## src/rtl/dddf_pkg.sv

```systemverilog
// Shared constants and control types for the decimal digit display formatter.
`default_nettype none

package dddf_pkg;

    // Display command and character constants
    localparam logic [7:0] SET_ADDR   = 8'h80;
    localparam logic [7:0] ADDR_TIME  = 8'h0F;
    localparam logic [7:0] ADDR_DIST  = 8'h4F;
    localparam logic [7:0] ASCII_ZERO = 8'd48;
    localparam logic [7:0] DOT_CHAR   = 8'h2E;

    localparam int VALUE_W  = 16;
    localparam int DIGITS   = 5;
    localparam int BCD_W    = 4 * DIGITS;
    localparam int NDIG_W   = 3;
    localparam int STEP_W   = 4;

    // Output byte selector
    localparam logic [1:0] SEL_CMD   = 2'd0;
    localparam logic [1:0] SEL_DIGIT = 2'd1;
    localparam logic [1:0] SEL_DOT   = 2'd2;

    // Controller to datapath commands
    typedef struct packed {
        logic       load_in;
        logic       conv_step;
        logic       out_load;
        logic [1:0] out_sel;
        logic       out_last;
        logic       digit_shift;
    } dddf_cmd_t;

    // Datapath to controller status
    typedef struct packed {
        logic              dist_mode;
        logic [NDIG_W-1:0] ndig;
    } dddf_status_t;

endpackage

`default_nettype wire

```

## src/rtl/dddf_datapath.sv

```systemverilog
// Datapath: double-dabble converter, digit shifter and output byte register.
`default_nettype none

module dddf_datapath (
    input  wire                          aclk,
    input  wire [dddf_pkg::VALUE_W-1:0]  value,
    input  wire                          opcode,
    input  dddf_pkg::dddf_cmd_t          cmd,
    output dddf_pkg::dddf_status_t       status,
    output logic [7:0]                   lcd_byte,
    output logic                         is_data,
    output logic                         last
);
    import dddf_pkg::*;

    logic [VALUE_W-1:0] bin_reg,  bin_next;
    logic [BCD_W-1:0]   bcd_reg,  bcd_next;
    logic               dist_reg, dist_next;
    logic [7:0]         byte_reg, byte_next;
    logic               data_reg, data_next;
    logic               last_reg, last_next;
    logic [BCD_W-1:0]   bcd_adj;

    // Add-3 correction on every digit of five or more
    always_comb begin
        for (int i = 0; i < DIGITS; i++) begin
            if (bcd_reg[4*i +: 4] >= 4'd5) begin
                bcd_adj[4*i +: 4] = bcd_reg[4*i +: 4] + 4'd3;
            end else begin
                bcd_adj[4*i +: 4] = bcd_reg[4*i +: 4];
            end
        end
    end

    // Number of significant digits, zero for a zero value
    always_comb begin
        if (bcd_reg[19:16] != 4'd0) begin
            status.ndig = 3'd5;
        end else if (bcd_reg[15:12] != 4'd0) begin
            status.ndig = 3'd4;
        end else if (bcd_reg[11:8] != 4'd0) begin
            status.ndig = 3'd3;
        end else if (bcd_reg[7:4] != 4'd0) begin
            status.ndig = 3'd2;
        end else if (bcd_reg[3:0] != 4'd0) begin
            status.ndig = 3'd1;
        end else begin
            status.ndig = 3'd0;
        end
        status.dist_mode = dist_reg;
    end

    // Conversion and digit shifting
    always_comb begin
        bin_next  = bin_reg;
        bcd_next  = bcd_reg;
        dist_next = dist_reg;
        if (cmd.load_in) begin
            bin_next  = value;
            bcd_next  = '0;
            dist_next = opcode;
        end else if (cmd.conv_step) begin
            bin_next = {bin_reg[VALUE_W-2:0], 1'b0};
            bcd_next = {bcd_adj[BCD_W-2:0], bin_reg[VALUE_W-1]};
        end else if (cmd.digit_shift) begin
            bcd_next = {4'd0, bcd_reg[BCD_W-1:4]};
        end
    end

    // Output byte select
    always_comb begin
        byte_next = byte_reg;
        data_next = data_reg;
        last_next = last_reg;
        if (cmd.out_load) begin
            last_next = cmd.out_last;
            unique case (cmd.out_sel)
                SEL_CMD: begin
                    byte_next = SET_ADDR | (dist_reg ? ADDR_DIST : ADDR_TIME);
                    data_next = 1'b0;
                end
                SEL_DIGIT: begin
                    byte_next = ASCII_ZERO + {4'd0, bcd_reg[3:0]};
                    data_next = 1'b1;
                end
                default: begin
                    byte_next = DOT_CHAR;
                    data_next = 1'b1;
                end
            endcase
        end
    end

    always_ff @(posedge aclk) begin
        bin_reg  <= bin_next;
        bcd_reg  <= bcd_next;
        dist_reg <= dist_next;
        byte_reg <= byte_next;
        data_reg <= data_next;
        last_reg <= last_next;
    end

    assign lcd_byte = byte_reg;
    assign is_data  = data_reg;
    assign last     = last_reg;

endmodule

`default_nettype wire

```

## src/rtl/dddf_ctrl.sv

```systemverilog
// Controller: sequences conversion steps and the byte emission of one item.
`default_nettype none

module dddf_ctrl (
    input  wire                     aclk,
    input  wire                     aresetn,
    input  wire                     s_tvalid,
    output logic                    s_tready,
    output logic                    m_tvalid,
    input  wire                     m_tready,
    input  dddf_pkg::dddf_status_t  status,
    output dddf_pkg::dddf_cmd_t     cmd
);
    import dddf_pkg::*;

    localparam logic [2:0] ST_IDLE = 3'd0;
    localparam logic [2:0] ST_CONV = 3'd1;
    localparam logic [2:0] ST_CMD  = 3'd2;
    localparam logic [2:0] ST_DIG0 = 3'd3;
    localparam logic [2:0] ST_DOT  = 3'd4;
    localparam logic [2:0] ST_DIGS = 3'd5;

    logic [2:0]        state_reg, state_next;
    logic [STEP_W-1:0] cnt_reg,   cnt_next;
    logic [NDIG_W-1:0] rem_reg,   rem_next;
    logic              valid_reg, valid_next;
    logic              out_free;

    assign out_free = !valid_reg || m_tready;

    // Next state and command decode
    always_comb begin
        state_next = state_reg;
        cnt_next   = cnt_reg;
        rem_next   = rem_reg;
        cmd        = '0;
        s_tready   = 1'b0;
        unique case (state_reg)
            ST_IDLE: begin
                s_tready = 1'b1;
                if (s_tvalid) begin
                    cmd.load_in = 1'b1;
                    cnt_next    = '0;
                    state_next  = ST_CONV;
                end
            end
            ST_CONV: begin
                cmd.conv_step = 1'b1;
                cnt_next      = cnt_reg + 4'd1;
                if (cnt_reg == 4'd15) begin
                    state_next = ST_CMD;
                end
            end
            ST_CMD: begin
                if (out_free) begin
                    cmd.out_load = 1'b1;
                    cmd.out_sel  = SEL_CMD;
                    if (status.dist_mode) begin
                        rem_next   = (status.ndig == 3'd0) ? 3'd0 : status.ndig - 3'd1;
                        state_next = ST_DIG0;
                    end else if (status.ndig == 3'd0) begin
                        // time mode zero: address command alone
                        cmd.out_last = 1'b1;
                        state_next   = ST_IDLE;
                    end else begin
                        rem_next   = status.ndig;
                        state_next = ST_DIGS;
                    end
                end
            end
            ST_DIG0: begin
                if (out_free) begin
                    cmd.out_load    = 1'b1;
                    cmd.out_sel     = SEL_DIGIT;
                    cmd.digit_shift = 1'b1;
                    state_next      = ST_DOT;
                end
            end
            ST_DOT: begin
                if (out_free) begin
                    cmd.out_load = 1'b1;
                    cmd.out_sel  = SEL_DOT;
                    if (rem_reg == 3'd0) begin
                        cmd.out_last = 1'b1;
                        state_next   = ST_IDLE;
                    end else begin
                        state_next = ST_DIGS;
                    end
                end
            end
            ST_DIGS: begin
                if (out_free) begin
                    cmd.out_load    = 1'b1;
                    cmd.out_sel     = SEL_DIGIT;
                    cmd.digit_shift = 1'b1;
                    rem_next        = rem_reg - 3'd1;
                    if (rem_reg == 3'd1) begin
                        cmd.out_last = 1'b1;
                        state_next   = ST_IDLE;
                    end
                end
            end
            default: begin
                state_next = ST_IDLE;
            end
        endcase
    end

    // Output valid flag
    always_comb begin
        if (cmd.out_load) begin
            valid_next = 1'b1;
        end else if (m_tready) begin
            valid_next = 1'b0;
        end else begin
            valid_next = valid_reg;
        end
    end

    always_ff @(posedge aclk) begin
        if (!aresetn) begin
            state_reg <= ST_IDLE;
            cnt_reg   <= '0;
            rem_reg   <= '0;
            valid_reg <= 1'b0;
        end else begin
            state_reg <= state_next;
            cnt_reg   <= cnt_next;
            rem_reg   <= rem_next;
            valid_reg <= valid_next;
        end
    end

    assign m_tvalid = valid_reg;

endmodule

`default_nettype wire

```

## src/rtl/decimal_digit_display_formatter.sv

```systemverilog
// Top level: decimal digit display formatter for a cursor-decrement character display.
`default_nettype none

// Each input item (a 16-bit value, with the mode on s_tuser) becomes one run of
// display bytes: a set-address command (0x8F in time mode, 0xCF in distance mode),
// then ASCII digits least significant first; distance mode puts '.' after the
// lowest digit. An item is accepted, passes 16 steps of the shift-and-add-3
// binary-to-decimal loop, and is emitted at one byte per cycle (1 to 7 bytes)
// while the output is not stalled.
// The single output register lets the next item be accepted while the final
// byte of a run still waits to be taken.

module decimal_digit_display_formatter (
    input  wire         aclk,
    input  wire         aresetn,
    input  wire         s_tvalid,
    output logic        s_tready,
    input  wire  [15:0] s_tdata,   // [15:0] value
    input  wire         s_tuser,   // [0] opcode
    output logic        m_tvalid,
    input  wire         m_tready,
    output logic [7:0]  m_tdata,   // [7:0] lcd_byte
    output logic        m_tuser,   // [0] is_data
    output logic        m_tlast
);
    import dddf_pkg::*;

    dddf_cmd_t    cmd;
    dddf_status_t status;

    dddf_ctrl u_ctrl (
        .aclk     (aclk),
        .aresetn  (aresetn),
        .s_tvalid (s_tvalid),
        .s_tready (s_tready),
        .m_tvalid (m_tvalid),
        .m_tready (m_tready),
        .status   (status),
        .cmd      (cmd)
    );

    dddf_datapath u_datapath (
        .aclk     (aclk),
        .value    (s_tdata),
        .opcode   (s_tuser),
        .cmd      (cmd),
        .status   (status),
        .lcd_byte (m_tdata),
        .is_data  (m_tuser),
        .last     (m_tlast)
    );

    // After an item is taken the block is busy converting
    a_busy_after_accept: assert property (@(posedge aclk) disable iff (!aresetn)
        s_tvalid && s_tready |=> !s_tready)
        else $error("input accepted while previous item in conversion");

    // A command byte ending a run is only the time-mode zero case
    a_cmd_last: assert property (@(posedge aclk) disable iff (!aresetn)
        m_tvalid && m_tlast && !m_tuser |-> m_tdata == (SET_ADDR | ADDR_TIME))
        else $error("command byte ends run outside time-mode zero");

    // Character bytes are decimal digits or the point
    a_char_range: assert property (@(posedge aclk) disable iff (!aresetn)
        m_tvalid && m_tuser |->
            (m_tdata == DOT_CHAR) ||
            (m_tdata >= ASCII_ZERO && m_tdata <= ASCII_ZERO + 8'd9))
        else $error("character byte is not a digit or point");

endmodule

`default_nettype wire
```

## config.mk

```make
export PLATFORM = sky130hd
export DESIGN_NAME = decimal_digit_display_formatter
export DESIGN_NICKNAME = d
export VERILOG_FILES = /design/src/rtl/dddf_pkg.sv /design/src/rtl/dddf_datapath.sv /design/src/rtl/dddf_ctrl.sv /design/src/rtl/decimal_digit_display_formatter.sv
export SDC_FILE = /design/constraint.sdc
export NUM_CORES = 1
export LEC_CHECK = 0
export CAP_MARGIN = 10
export CELL_PAD_IN_SITES_DETAIL_PLACEMENT = 1
export CELL_PAD_IN_SITES_GLOBAL_PLACEMENT = 1
export CORE_UTILIZATION = 35
export DETAILED_ROUTE_END_ITERATION = 10
export DONT_BUFFER_PORTS = 1
export GPL_TIMING_DRIVEN = 0
export PLACE_DENSITY_LB_ADDON = 0.15
export SYNTH_ARGS = -nofsm -noshare
export SYNTH_HDL_FRONTEND = slang
export SYNTH_SLANG_ARGS = --single-unit
```

## constraint.sdc

```tcl
create_clock -name aclk -period 1.65 [get_ports aclk]
set_input_delay 0.33 -clock aclk [delete_from_list [all_inputs] [get_ports aclk]]
set_output_delay 0.33 -clock aclk [all_outputs]
set_load 0.02 [all_outputs]
```

* Word-level counts from Yosys, hierarchy flattened
Cells that the tools add are included.
** Cells by class
- $lt $le $gt $ge :: 5
- Reductions and logical operators :: 19
- Add/sub/neg operators :: 9
- Shift-type cells :: 0
- Equality and inequality tests :: 16
- Bitwise logic cells :: 0
- Muxes and demuxes :: 54
- Multipliers :: 0
- Divide/modulo/power cells :: 0
** Operators with widths (number)
- 3-bit two-way mux :: 21
- 20-bit two-way mux :: 2
- 16-bit two-way mux :: 2
- 4-bit two-way mux :: 7
- 4-bit by 3-bit greater-or-equal comparator with 1-bit output (second input constant) :: 5
- 4-bit nonzero test :: 5
- 3-bit one-hot mux with 6 select lines :: 1
- 4-bit by 2-bit adder with 4-bit output (second input constant) :: 4
- 8-bit one-hot mux with 2 select lines :: 1
- 1-bit two-way mux :: 13
- 2-bit by 1-bit inequality test with 1-bit output (second input constant) :: 6
- 3-bit one-hot mux with 4 select lines :: 1
- 2-bit nonzero test :: 5
- 3-bit zero test :: 3
- 4-bit one-hot mux with 2 select lines :: 1
- 6-bit by 4-bit adder with 7-bit output (first input constant) :: 1
- 7-bit two-way mux :: 1
- 7-bit AND reduction :: 1
- 3-bit by 1-bit == test with 1-bit output (second input constant) :: 2
- 3-bit by 2-bit == test with 1-bit output (second input constant) :: 2
- 3-bit == test (second input constant) :: 2
- 3-bit one-hot mux with 2 select lines :: 1
- 3-bit by 1-bit subtractor with 3-bit output (second input constant) :: 2
- 5-bit two-way mux :: 1
- 13 further kinds :: 13
** Word-level totals
- Bits in writable memories :: 0
- Output and inout bits :: 12
- Bits in registers :: 58
- Bits in read-only memories :: 0
- Memories kept :: 0
- Input bits :: 21
- Word-level logic and storage cells :: 113
- Latch bits :: 0

* Logic depth before layout (Yosys ltp)
Gate-level depths: netlist (run 1).
- Word-level depth :: 13
- Mapped depth :: 8
- Mapped depth without buffers :: 7

* Cells and area by module
Synthesis (run 1) repeated with hierarchy kept, for this count alone.
** Second synthesis, totals
- Cell total of the unflattened synthesis :: 342
- Area total of the unflattened synthesis :: 3349.5 sq um
** By module, submodules not included
- dddf_datapath :: sequential area each 1211.2 sq um, cells each 221, instances 1, area an instance 2461.1 sq um
- dddf_ctrl :: sequential area each 220.2 sq um, cells each 121, instances 1, area an instance 888.4 sq um

* Least setup slack after synthesis (run 1)
No wires, ideal clock.
- Path kind :: register to register
- From :: register u_ctrl.state_reg[1]
- To :: register u_datapath.bin_reg[0] (enable)
- Setup time :: 0.368 ns
- Stages on the path, launching flop included :: 7
- Arrival :: 1.935 ns
- Path buffers :: 1
- Setup slack :: -0.652 ns
- Clock period less this slack :: 2.302 ns
- Data required time :: 1.282 ns
- Cell sequence :: dfxtp_1 > buf_4 > nor3_1 > nand2_1 > inv_2 > nor2_1 > inv_1
** Between the ends
- Cells in the longest elaborated chain, start to end :: 3
- Elaborated cells between the ends (all ways) :: 5
- Classes of those cells :: eq/ne (1); mux (2); reduce/logical (2)
** RTL lines
- from (decl) :: RTL line dddf_ctrl.sv:23 : logic [2:0] state_reg, state_next;
- from (signal assigned) :: RTL line dddf_ctrl.sv:127 : state_reg <= state_next;
- 3-bit by 1-bit == test with 1-bit output or 3-bit zero test (tied branches) :: RTL line dddf_ctrl.sv:38 : unique case (state_reg)
- 1-bit two-way mux :: RTL line dddf_ctrl.sv:38
- 2-bit nonzero test (no line) (*)
- to (signal assigned) :: RTL line dddf_datapath.sv:95 : bin_reg <= bin_next;
- to (decl) :: RTL line dddf_datapath.sv:16 : logic [VALUE_W-1:0] bin_reg, bin_next;
Every way passes the cells marked *; elsewhere a longest branch is shown, timed or not.
A chain may end at the register's enable or synchronous reset.

* Worst setup path in the final report (run 1)
- From :: register u_datapath.bcd_reg[12]
- To :: register u_ctrl.state_reg[0]
** Between the ends
- Cells in the longest elaborated chain, start to end :: 8
** RTL lines
- from (decl) :: RTL line dddf_datapath.sv:17 : logic [BCD_W-1:0] bcd_reg, bcd_next;
- from (signal assigned) :: RTL line dddf_datapath.sv:96 : bcd_reg <= bcd_next;
- 4-bit nonzero test :: RTL line dddf_datapath.sv:39 : end else if (bcd_reg[15:12] != 4'd0) begin
- 3-bit two-way mux :: RTL line dddf_datapath.sv:39
- 3-bit two-way mux :: RTL line dddf_datapath.sv:37 : if (bcd_reg[19:16] != 4'd0) begin
- 3-bit zero test :: RTL line dddf_ctrl.sv:61 : end else if (status.ndig == 3'd0) begin
- 3-bit two-way mux :: RTL line dddf_ctrl.sv:61
- 3-bit two-way mux :: RTL line dddf_ctrl.sv:58 : if (status.dist_mode) begin
- 3-bit two-way mux :: RTL line dddf_ctrl.sv:55 : if (out_free) begin
- 3-bit one-hot mux with 6 select lines :: RTL line dddf_ctrl.sv:38
No other way between the ends. The select of a mux whose other input is x is not followed.

==> impl_metrics.py, run 1 <==
metrics = {
    "sta": {
        "setup_viol": 5,
        "slew_headroom_pct": 64.1,
        "period_needed_ns": 1.78,
        "hold_viol": 0,
        "fmax_mhz": 563,
        "worst_slew_pin_slew_ns": 0.539,
        "finalClockSkew_ns": 0.00951,
        "setup_ws_ns": -0.126,
        "rsz0062_at_grt": "yes",
        "min_period_over_period_pct": 108,
        "fin_setup_tns_ns": -0.476,
        "finalMaxSlewViolations": 0,
        "whs_ns": 0.0825,
    },
    "yosys": {
        "synthesis.area_sq_um": 3230,
        "synth_top_cell_area_share_pct": 25.1,
        "synthSimpleGateAreaFrac_pct": 20.6,
        "synth_cell_type_count": 50,
        "synth_cells": 350,
        "synthesis.nets": 389,
        "synthFlopType": "dfxtp_1",
        "synth-xor-area-share_pct": 1.63,
        "async_flop_share_pct": 0,
        "synth-compound-area-share_pct": 16.9,
        "synth_mux_area_share_pct": 4.34,
        "synth_edf_count": 27,
        "yosysTopAreaCell": "edfxtp_1",
        "synth-warning-count": 0,
        "synth_seq_area_share_pct": 44.4,
        "ys_ff_latch": 58,
        "synth_top_family_by_area": "simple AND/OR/NAND/NOR gates",
        "synth.area.top_cells": "edfxtp_1, dfxtp_1, ha_1, nand2_1, a211oi_1",
        "synthAdderAreaFrac_pct": 6.98,
        "syn_avg_cell_area_sq_um": 9.22,
    },
    "final_layout": {
        "fin_cells": 503,
        "multi_input_area_sq_um": 1870,
        "seqCellArea_sq_um": 1470,
        "drive_gt1_share_pct": 30.9,
        "antenna_cells": 0,
        "fill_cells": 997,
        "fin_util_pct": 47.0,
        "layout.nets": 429,
        "largest_reg_flops": 20,
        "area_growth_pct": 28.4,
    },
    "power_and_ir_drop": {
        "power_frac_seq_pct": 34.2,
        "swShare_pct": 38.6,
        "worst_ir_drop_vdd_mv": 0.561,
        "power_density_nw_per_um2": 1740,
        "internal-power_uw": 4420,
        "switchingPower_uw": 2770,
        "leakage_uw": 0.00155,
        "p_total_uw": 7190,
        "clkPwrFrac_pct": 20.6,
        "pwr-share-comb_pct": 45.2,
    },
    "die": {
        "ios": 33,
        "die_h_um": 98.0,
        "start_util_pct": 36.6,
        "fp.coreArea_sq_um": 8810,
        "rows": 34,
        "die_x_um": 98.0,
        "die-area_sq_um": 9610,
    },
    "placement": {
        "dp_cells": 458,
        "routabilityCongestion": 0.800,
        "dp_hpwl_um": 5670,
        "io_buffers": 0,
    },
    "detailed_routing": {
        "wl_per_cell_um": 17.5,
        "avgViaCountPerCell": 5.40,
        "antenna_left": 0,
        "vias": 2717,
        "drt-total-wl_um": 8810,
        "drc": 9,
        "first_pass_iters": 9,
        "drtIter0Drc": 101,
    },
    "clocking": {
        "clk_path_buf_depth": 2,
        "clkTransAtPathRegs_ns": 0.07,
        "holdBufCountCts": 0,
        "clkSinkCount": 58,
        "root_buffer": "clkbuf_8",
        "htreeDepth": 3,
        "cts_tree": "done",
        "clock_latency_ns": 0.34,
        "cts_buffers": 9,
    },
    "global_routing": {
        "gr-usage-all-layers_pct": 19.5,
        "grt_max_degree": 11,
        "antenna_found_initial": 0,
        "grt_pass1_wl_um": 14500,
        "gr-total-overflow": 0,
        "grt_pass1_vias": 2825,
    },
    "setup_path": {
        "rr_startpoint": "u_datapath.bcd_reg[12]",
        "startpoint": "u_datapath.bcd_reg[12]",
        "cp.required_ns": 1.88,
        "path_class": "register to register",
        "critPathTopFamily": "simple AND/OR/NAND/NOR gates",
        "start_kind": "register",
        "critPathCaptureType": "register",
        "crit_fanout": 4,
        "slowest_stage": "dfxtp_4",
        "slowest_delay_ns": 0.35,
        "crit_path_cell_trace": "inv_2 > ha_2 > nor3b_4 > nand4_1 > buf_6 > buf_4 > nor3_4 > o22a_1 > o21ai_1",
        "crit_arrival_ns": 2.00,
        "worst-path-buf-inv": 3,
    },
    "worst_hold_path": {
        "min_from": "s_tuser",
        "hold_path.class": "primary input to register",
    },
    "outcome": {
        "outcome": "finished, violations left",
        "violations": "DRC, setup timing",
    },
    "run": {
        "maxCapViolCount": 0,
    },
}
-- Yosys cell counts (2+ instances only) --
library cell  number
nor2_1            22
edfxtp_1          27
ha_1              18
nor3_1             9
dfxtp_1           31
o21ai_1            2
nand2_1           60
nand3b_1           4
o211a_1            2
clkbuf_1           3
inv_2              2
a21oi_1           25
inv_1             18
xnor2_1            6
nand2b_1          10
nor2b_1            2
nand3_1            9
o21ai_0           18
buf_2              8
a211oi_1          19
nor4_1             2
mux2i_1           14
a32oi_1            5
or2_2              2
nor3b_1            7
-- metal layers --
| metal | wire length (um) | global-route usage, % | vias up | part of all wire (%) |
|---|---|---|---|---|
| li1 | - | - | 1332 | - |
| met5 | 0 | 0 | - | 0 |
| met1 | 4220 | 25.7 | 1338 | 48 |
| met3 | 245 | 3.29 | 10 | 2.8 |
| met2 | 4220 | 31.8 | 37 | 48 |
| met4 | 122 | 7.58 | 0 | 1.4 |
-- power by group through the flow --
stage,registers [uW],logic [uW],clock network (uW)
after floorplan,2340,1790,0
after global placement,2450,2270,0
after detailed placement,2470,2310,0
after CTS,2440,3020,1520
after global routing,2500,3620,1580
final,2460,3250,1490
-- metrics by stage --
| stage | instance area (sq um) | worst slack, ns |
|---|---|---|
| after floorplan | 3250 | 0.00965 |
| after global placement | 3390 | -0.365 |
| after detailed placement | 3390 | -0.358 |
| after CTS | 3990 | -0.0447 |
| after global routing | 4140 | -0.221 |
| final | 4140 | -0.126 |
-- worst reg2reg max path: cells and delay by family (launching register included) --
family	cells	cell delay (ns)
AO/OA/AOI/OAI	2	0.24
adder cells (fa/ha/maj)	1	0.16
flip-flops	1	0.35
AND/OR/NAND/NOR	3	0.57
buffers and inverters	3	0.34
-- layout make-up --
type / instances / area share [%]
plain buffers: 14 / 2.84
clock buffers: 11 / 3.41
clock inverters: 5 / 1.87
inverters: 20 / 2.42
multi-input cells: 257 / 45.2
flip-flops and latches: 58 / 35.4
well taps: 108 / 3.26
repair buffers: 28 / 5.26
repair inverters: 2 / 0.302
-- path summary, 6_finish.rpt --
path | end | slack, ns | depth (start not counted)
min | u_datapath.dist_reg | 0.08 | 0
max reg2reg | u_ctrl.state_reg[0] | -0.13 | 9
min reg2reg | u_ctrl.cnt_reg[3] | 0.48 | 1
max | u_ctrl.state_reg[0] | -0.13 | 9
-- cells by family after synthesis --
logic type,Yosys count
AND/OR/NAND/NOR,136
AO/OA/AOI/OAI,83
flip-flops,58
buffers and inverters,35
adder cells (fa/ha/maj),18
multiplexers,14
XOR/XNOR,6
-- layout by cell type, fill, tap and decap left out, types with 5 or more instances in the layout --
master and instances:
o21ai_1 6, edfxtp_1 27, nor3b_4 5, mux2i_1 12, nor3_1 6, buf_6 5, buf_4 31, nand2_1 58
nand3_1 9, o21ai_0 14, inv_1 9, a211oi_1 15, ha_1 13, inv_4 6, nand2b_1 10, dfxtp_4 9
a21oi_2 7, nor2_1 20, dfxtp_1 20, inv_2 5, a32oi_1 5, clkbuf_8 10, xnor2_1 5, a21oi_1 18
-- what timing repair did --
| item | in CTS | in global routing |
|---|---|---|
| pin swaps | 6 | 16 |
| setup endpoints to repair | 67 | 50 |
| setup buffers | 24 | 4 |
| gates cloned | 2 | 0 |
| gates resized for setup | 64 | 38 |
Power figures use the tool's default switching activity.
==> run 2, diff against run 1 <==
--- a/config.mk
+++ b/config.mk
@@ -8,7 +8,7 @@
 export CAP_MARGIN = 10
 export CELL_PAD_IN_SITES_DETAIL_PLACEMENT = 1
 export CELL_PAD_IN_SITES_GLOBAL_PLACEMENT = 1
-export CORE_UTILIZATION = 35
+export CORE_UTILIZATION = 25
 export DETAILED_ROUTE_END_ITERATION = 10
 export DONT_BUFFER_PORTS = 1
 export GPL_TIMING_DRIVEN = 0
==> run 2 against run 1 <==
The run ends with setup timing left. Utilization is 13 points lower. Global-route usage shrank 4.9 points. Count of clock-buffer cells in the layout shrank 2. Worst hold slack better by 0.0088 ns. Clock power grew 25%. Combinational power up 1%. Flip-flop and latch count is the same. Design area up 4.7%. First-iteration DRC count rose by 52%.
==> impl_metrics.py, run 2 (synthesis gave the netlist of run 1 again) <==
metrics = {
    "outcome": {
        "outcome": "finished, violations left",
        "violations": "setup timing",
    },
    "die": {
        "ios": 33,
        "die_x_um": 116,
        "rows": 41,
        "die_h_um": 116,
        "fp.coreArea_sq_um": 12600,
        "start_util_pct": 25.6,
        "die-area_sq_um": 13400,
    },
    "final_layout": {
        "antenna_cells": 0,
        "drive_gt1_share_pct": 31.3,
        "largest_reg_flops": 20,
        "fin_cells": 571,
        "layout.nets": 433,
        "layout_commonest_cell": "nand2_1",
        "area_growth_pct": 34.4,
        "fin_util_pct": 34.4,
        "final_cell_mix": "nand2_1, buf_4, edfxtp_1, dfxtp_1, nor2_1",
        "fin_area_sq_um": 4340,
    },
    "sta": {
        "fmax_mhz": 567,
        "slew_headroom_pct": 68.1,
        "min_period_over_period_pct": 107,
        "finalClockSkew_ns": 0.00535,
        "hold_viol": 0,
        "worst_slew_pin_slew_ns": 0.479,
        "setup_viol": 6,
        "setup_ws_ns": -0.113,
        "period_needed_ns": 1.76,
        "fin_setup_tns_ns": -0.413,
        "finalMaxSlewViolations": 0,
        "rsz0062_at_grt": "yes",
    },
    "setup_path": {
        "cp.required_ns": 1.87,
        "path_class": "register to register",
        "crit_fanout": 3,
        "crit_arrival_ns": 1.98,
        "critPathCaptureType": "register",
        "start_kind": "register",
    },
    "placement": {
        "routabilityCongestion": 0.787,
        "io_buffers": 0,
        "placed_area_sq_um": 3470,
        "dp_cells": 522,
        "dp_hpwl_um": 6170,
    },
    "detailed_routing": {
        "first_pass_iters": 4,
        "drt-total-wl_um": 9480,
        "avgViaCountPerCell": 4.79,
        "antenna_left": 0,
        "drtIter0Drc": 154,
        "vias": 2736,
        "drc": 0,
        "wl_per_cell_um": 16.6,
    },
    "clocking": {
        "holdBufCountCts": 0,
        "cts_tree": "done",
        "htreeDepth": 3,
        "root_buffer": "clkbuf_16",
        "clkTransAtPathRegs_ns": 0.06,
        "cts_buffers": 9,
        "clock_latency_ns": 0.33,
        "clk_path_buf_depth": 2,
        "clkSinkCount": 58,
    },
    "global_routing": {
        "antenna_found_initial": 0,
        "grt_max_degree": 12,
        "gr-usage-all-layers_pct": 14.6,
        "gr-total-overflow": 0,
        "grt_pass1_vias": 2764,
        "grt_pass1_wl_um": 14700,
    },
    "power_and_ir_drop": {
        "worst_ir_drop_vdd_mv": 0.562,
        "leakage_uw": 0.00160,
        "power_density_nw_per_um2": 1760,
        "p_total_uw": 7630,
    },
    "run": {
        "maxCapViolCount": 0,
    },
    "worst_hold_path": {
        "hold_path.class": "primary input to register",
    },
}
==> run 2: cell count changes in the layout (fill, tap and decap cells not counted), sizes merged <==
cell | previous run | this run
buf | 39 | 44
bufinv | 2 | 1
clkbuf | 14 | 11
clkinv | 2 | 4
clkinvlp | 1 | 4
inv | 22 | 20
==> run 2: worst paths after layout <==
path / from / to / slack (ns) / cells past startpoint
setup / recovery: u_datapath.bcd_reg[9] / u_ctrl.rem_reg[1] / -0.11 / 8
hold / removal: s_tuser / u_datapath.dist_reg / 0.09 / 0
setup reg to reg: u_datapath.bcd_reg[9] / u_ctrl.rem_reg[1] / -0.11 / 8
hold reg to reg: u_ctrl.cnt_reg[3] / u_ctrl.cnt_reg[3] / 0.48 / 1
==> run 2: area by class of cell <==
| class | count | area, sq um |
|---|---|---|
| plain buffers | 14 | 123 |
| inverters | 20 | 98.8 |
| clock inverters | 7 | 70.1 |
| repair buffers | 32 | 248 |
| well taps | 172 | 215 |
| repair inverters | 2 | 15.0 |
| multi-input cells | 257 | 1880 |
| clock buffers | 9 | 225 |
| flip-flops and latches | 58 | 1460 |
| fillers | 1441 | 8280 |
==> run 2: worst max-delay path: stages, from the launching register on <==
cell and delay (ns):
dfxtp_4 0.35, inv_4 0.06, ha_4 0.14, nor3b_4 0.22, nand4_1 0.18, buf_4 0.19
o41ai_4 0.28, nand2_1 0.09, o311a_1 0.13
==> run 2: timing repair <==
action	CTS	global route
resized for setup	60	38
pin swaps	9	11
setup endpoints to repair	67	50
gates cloned	2	2
buffers inserted	22	8
==> run 2: power breakdown <==
part	switching [uW]	total, uW	leakage (uW)	internal, uW
sequential	393	2480	0.000509	2080
combinational	1820	3290	0.000961	1470
clock	697	1860	0.000135	1160
total	2910	7630	0.00160	4720
==> run 2: through the flow <==
| step | hold slack (ns) | setup WS (ns) |
|---|---|---|
| floorplan | 0.429 | 0.00965 |
| global placement | 0.429 | -0.412 |
| detailed placement | 0.429 | -0.389 |
| CTS | 0.0806 | -0.137 |
| global route | 0.0768 | -0.253 |
| finish | 0.0914 | -0.113 |
==> run 2: metal layers <==
layer	routed length [um]	global-route usage (%)	vias up
li1	-	-	1343
met1	4500	18.6	1351
met2	4570	24.2	32
met3	285	3.50	10
met4	123	5.13	0
met5	0	0	-
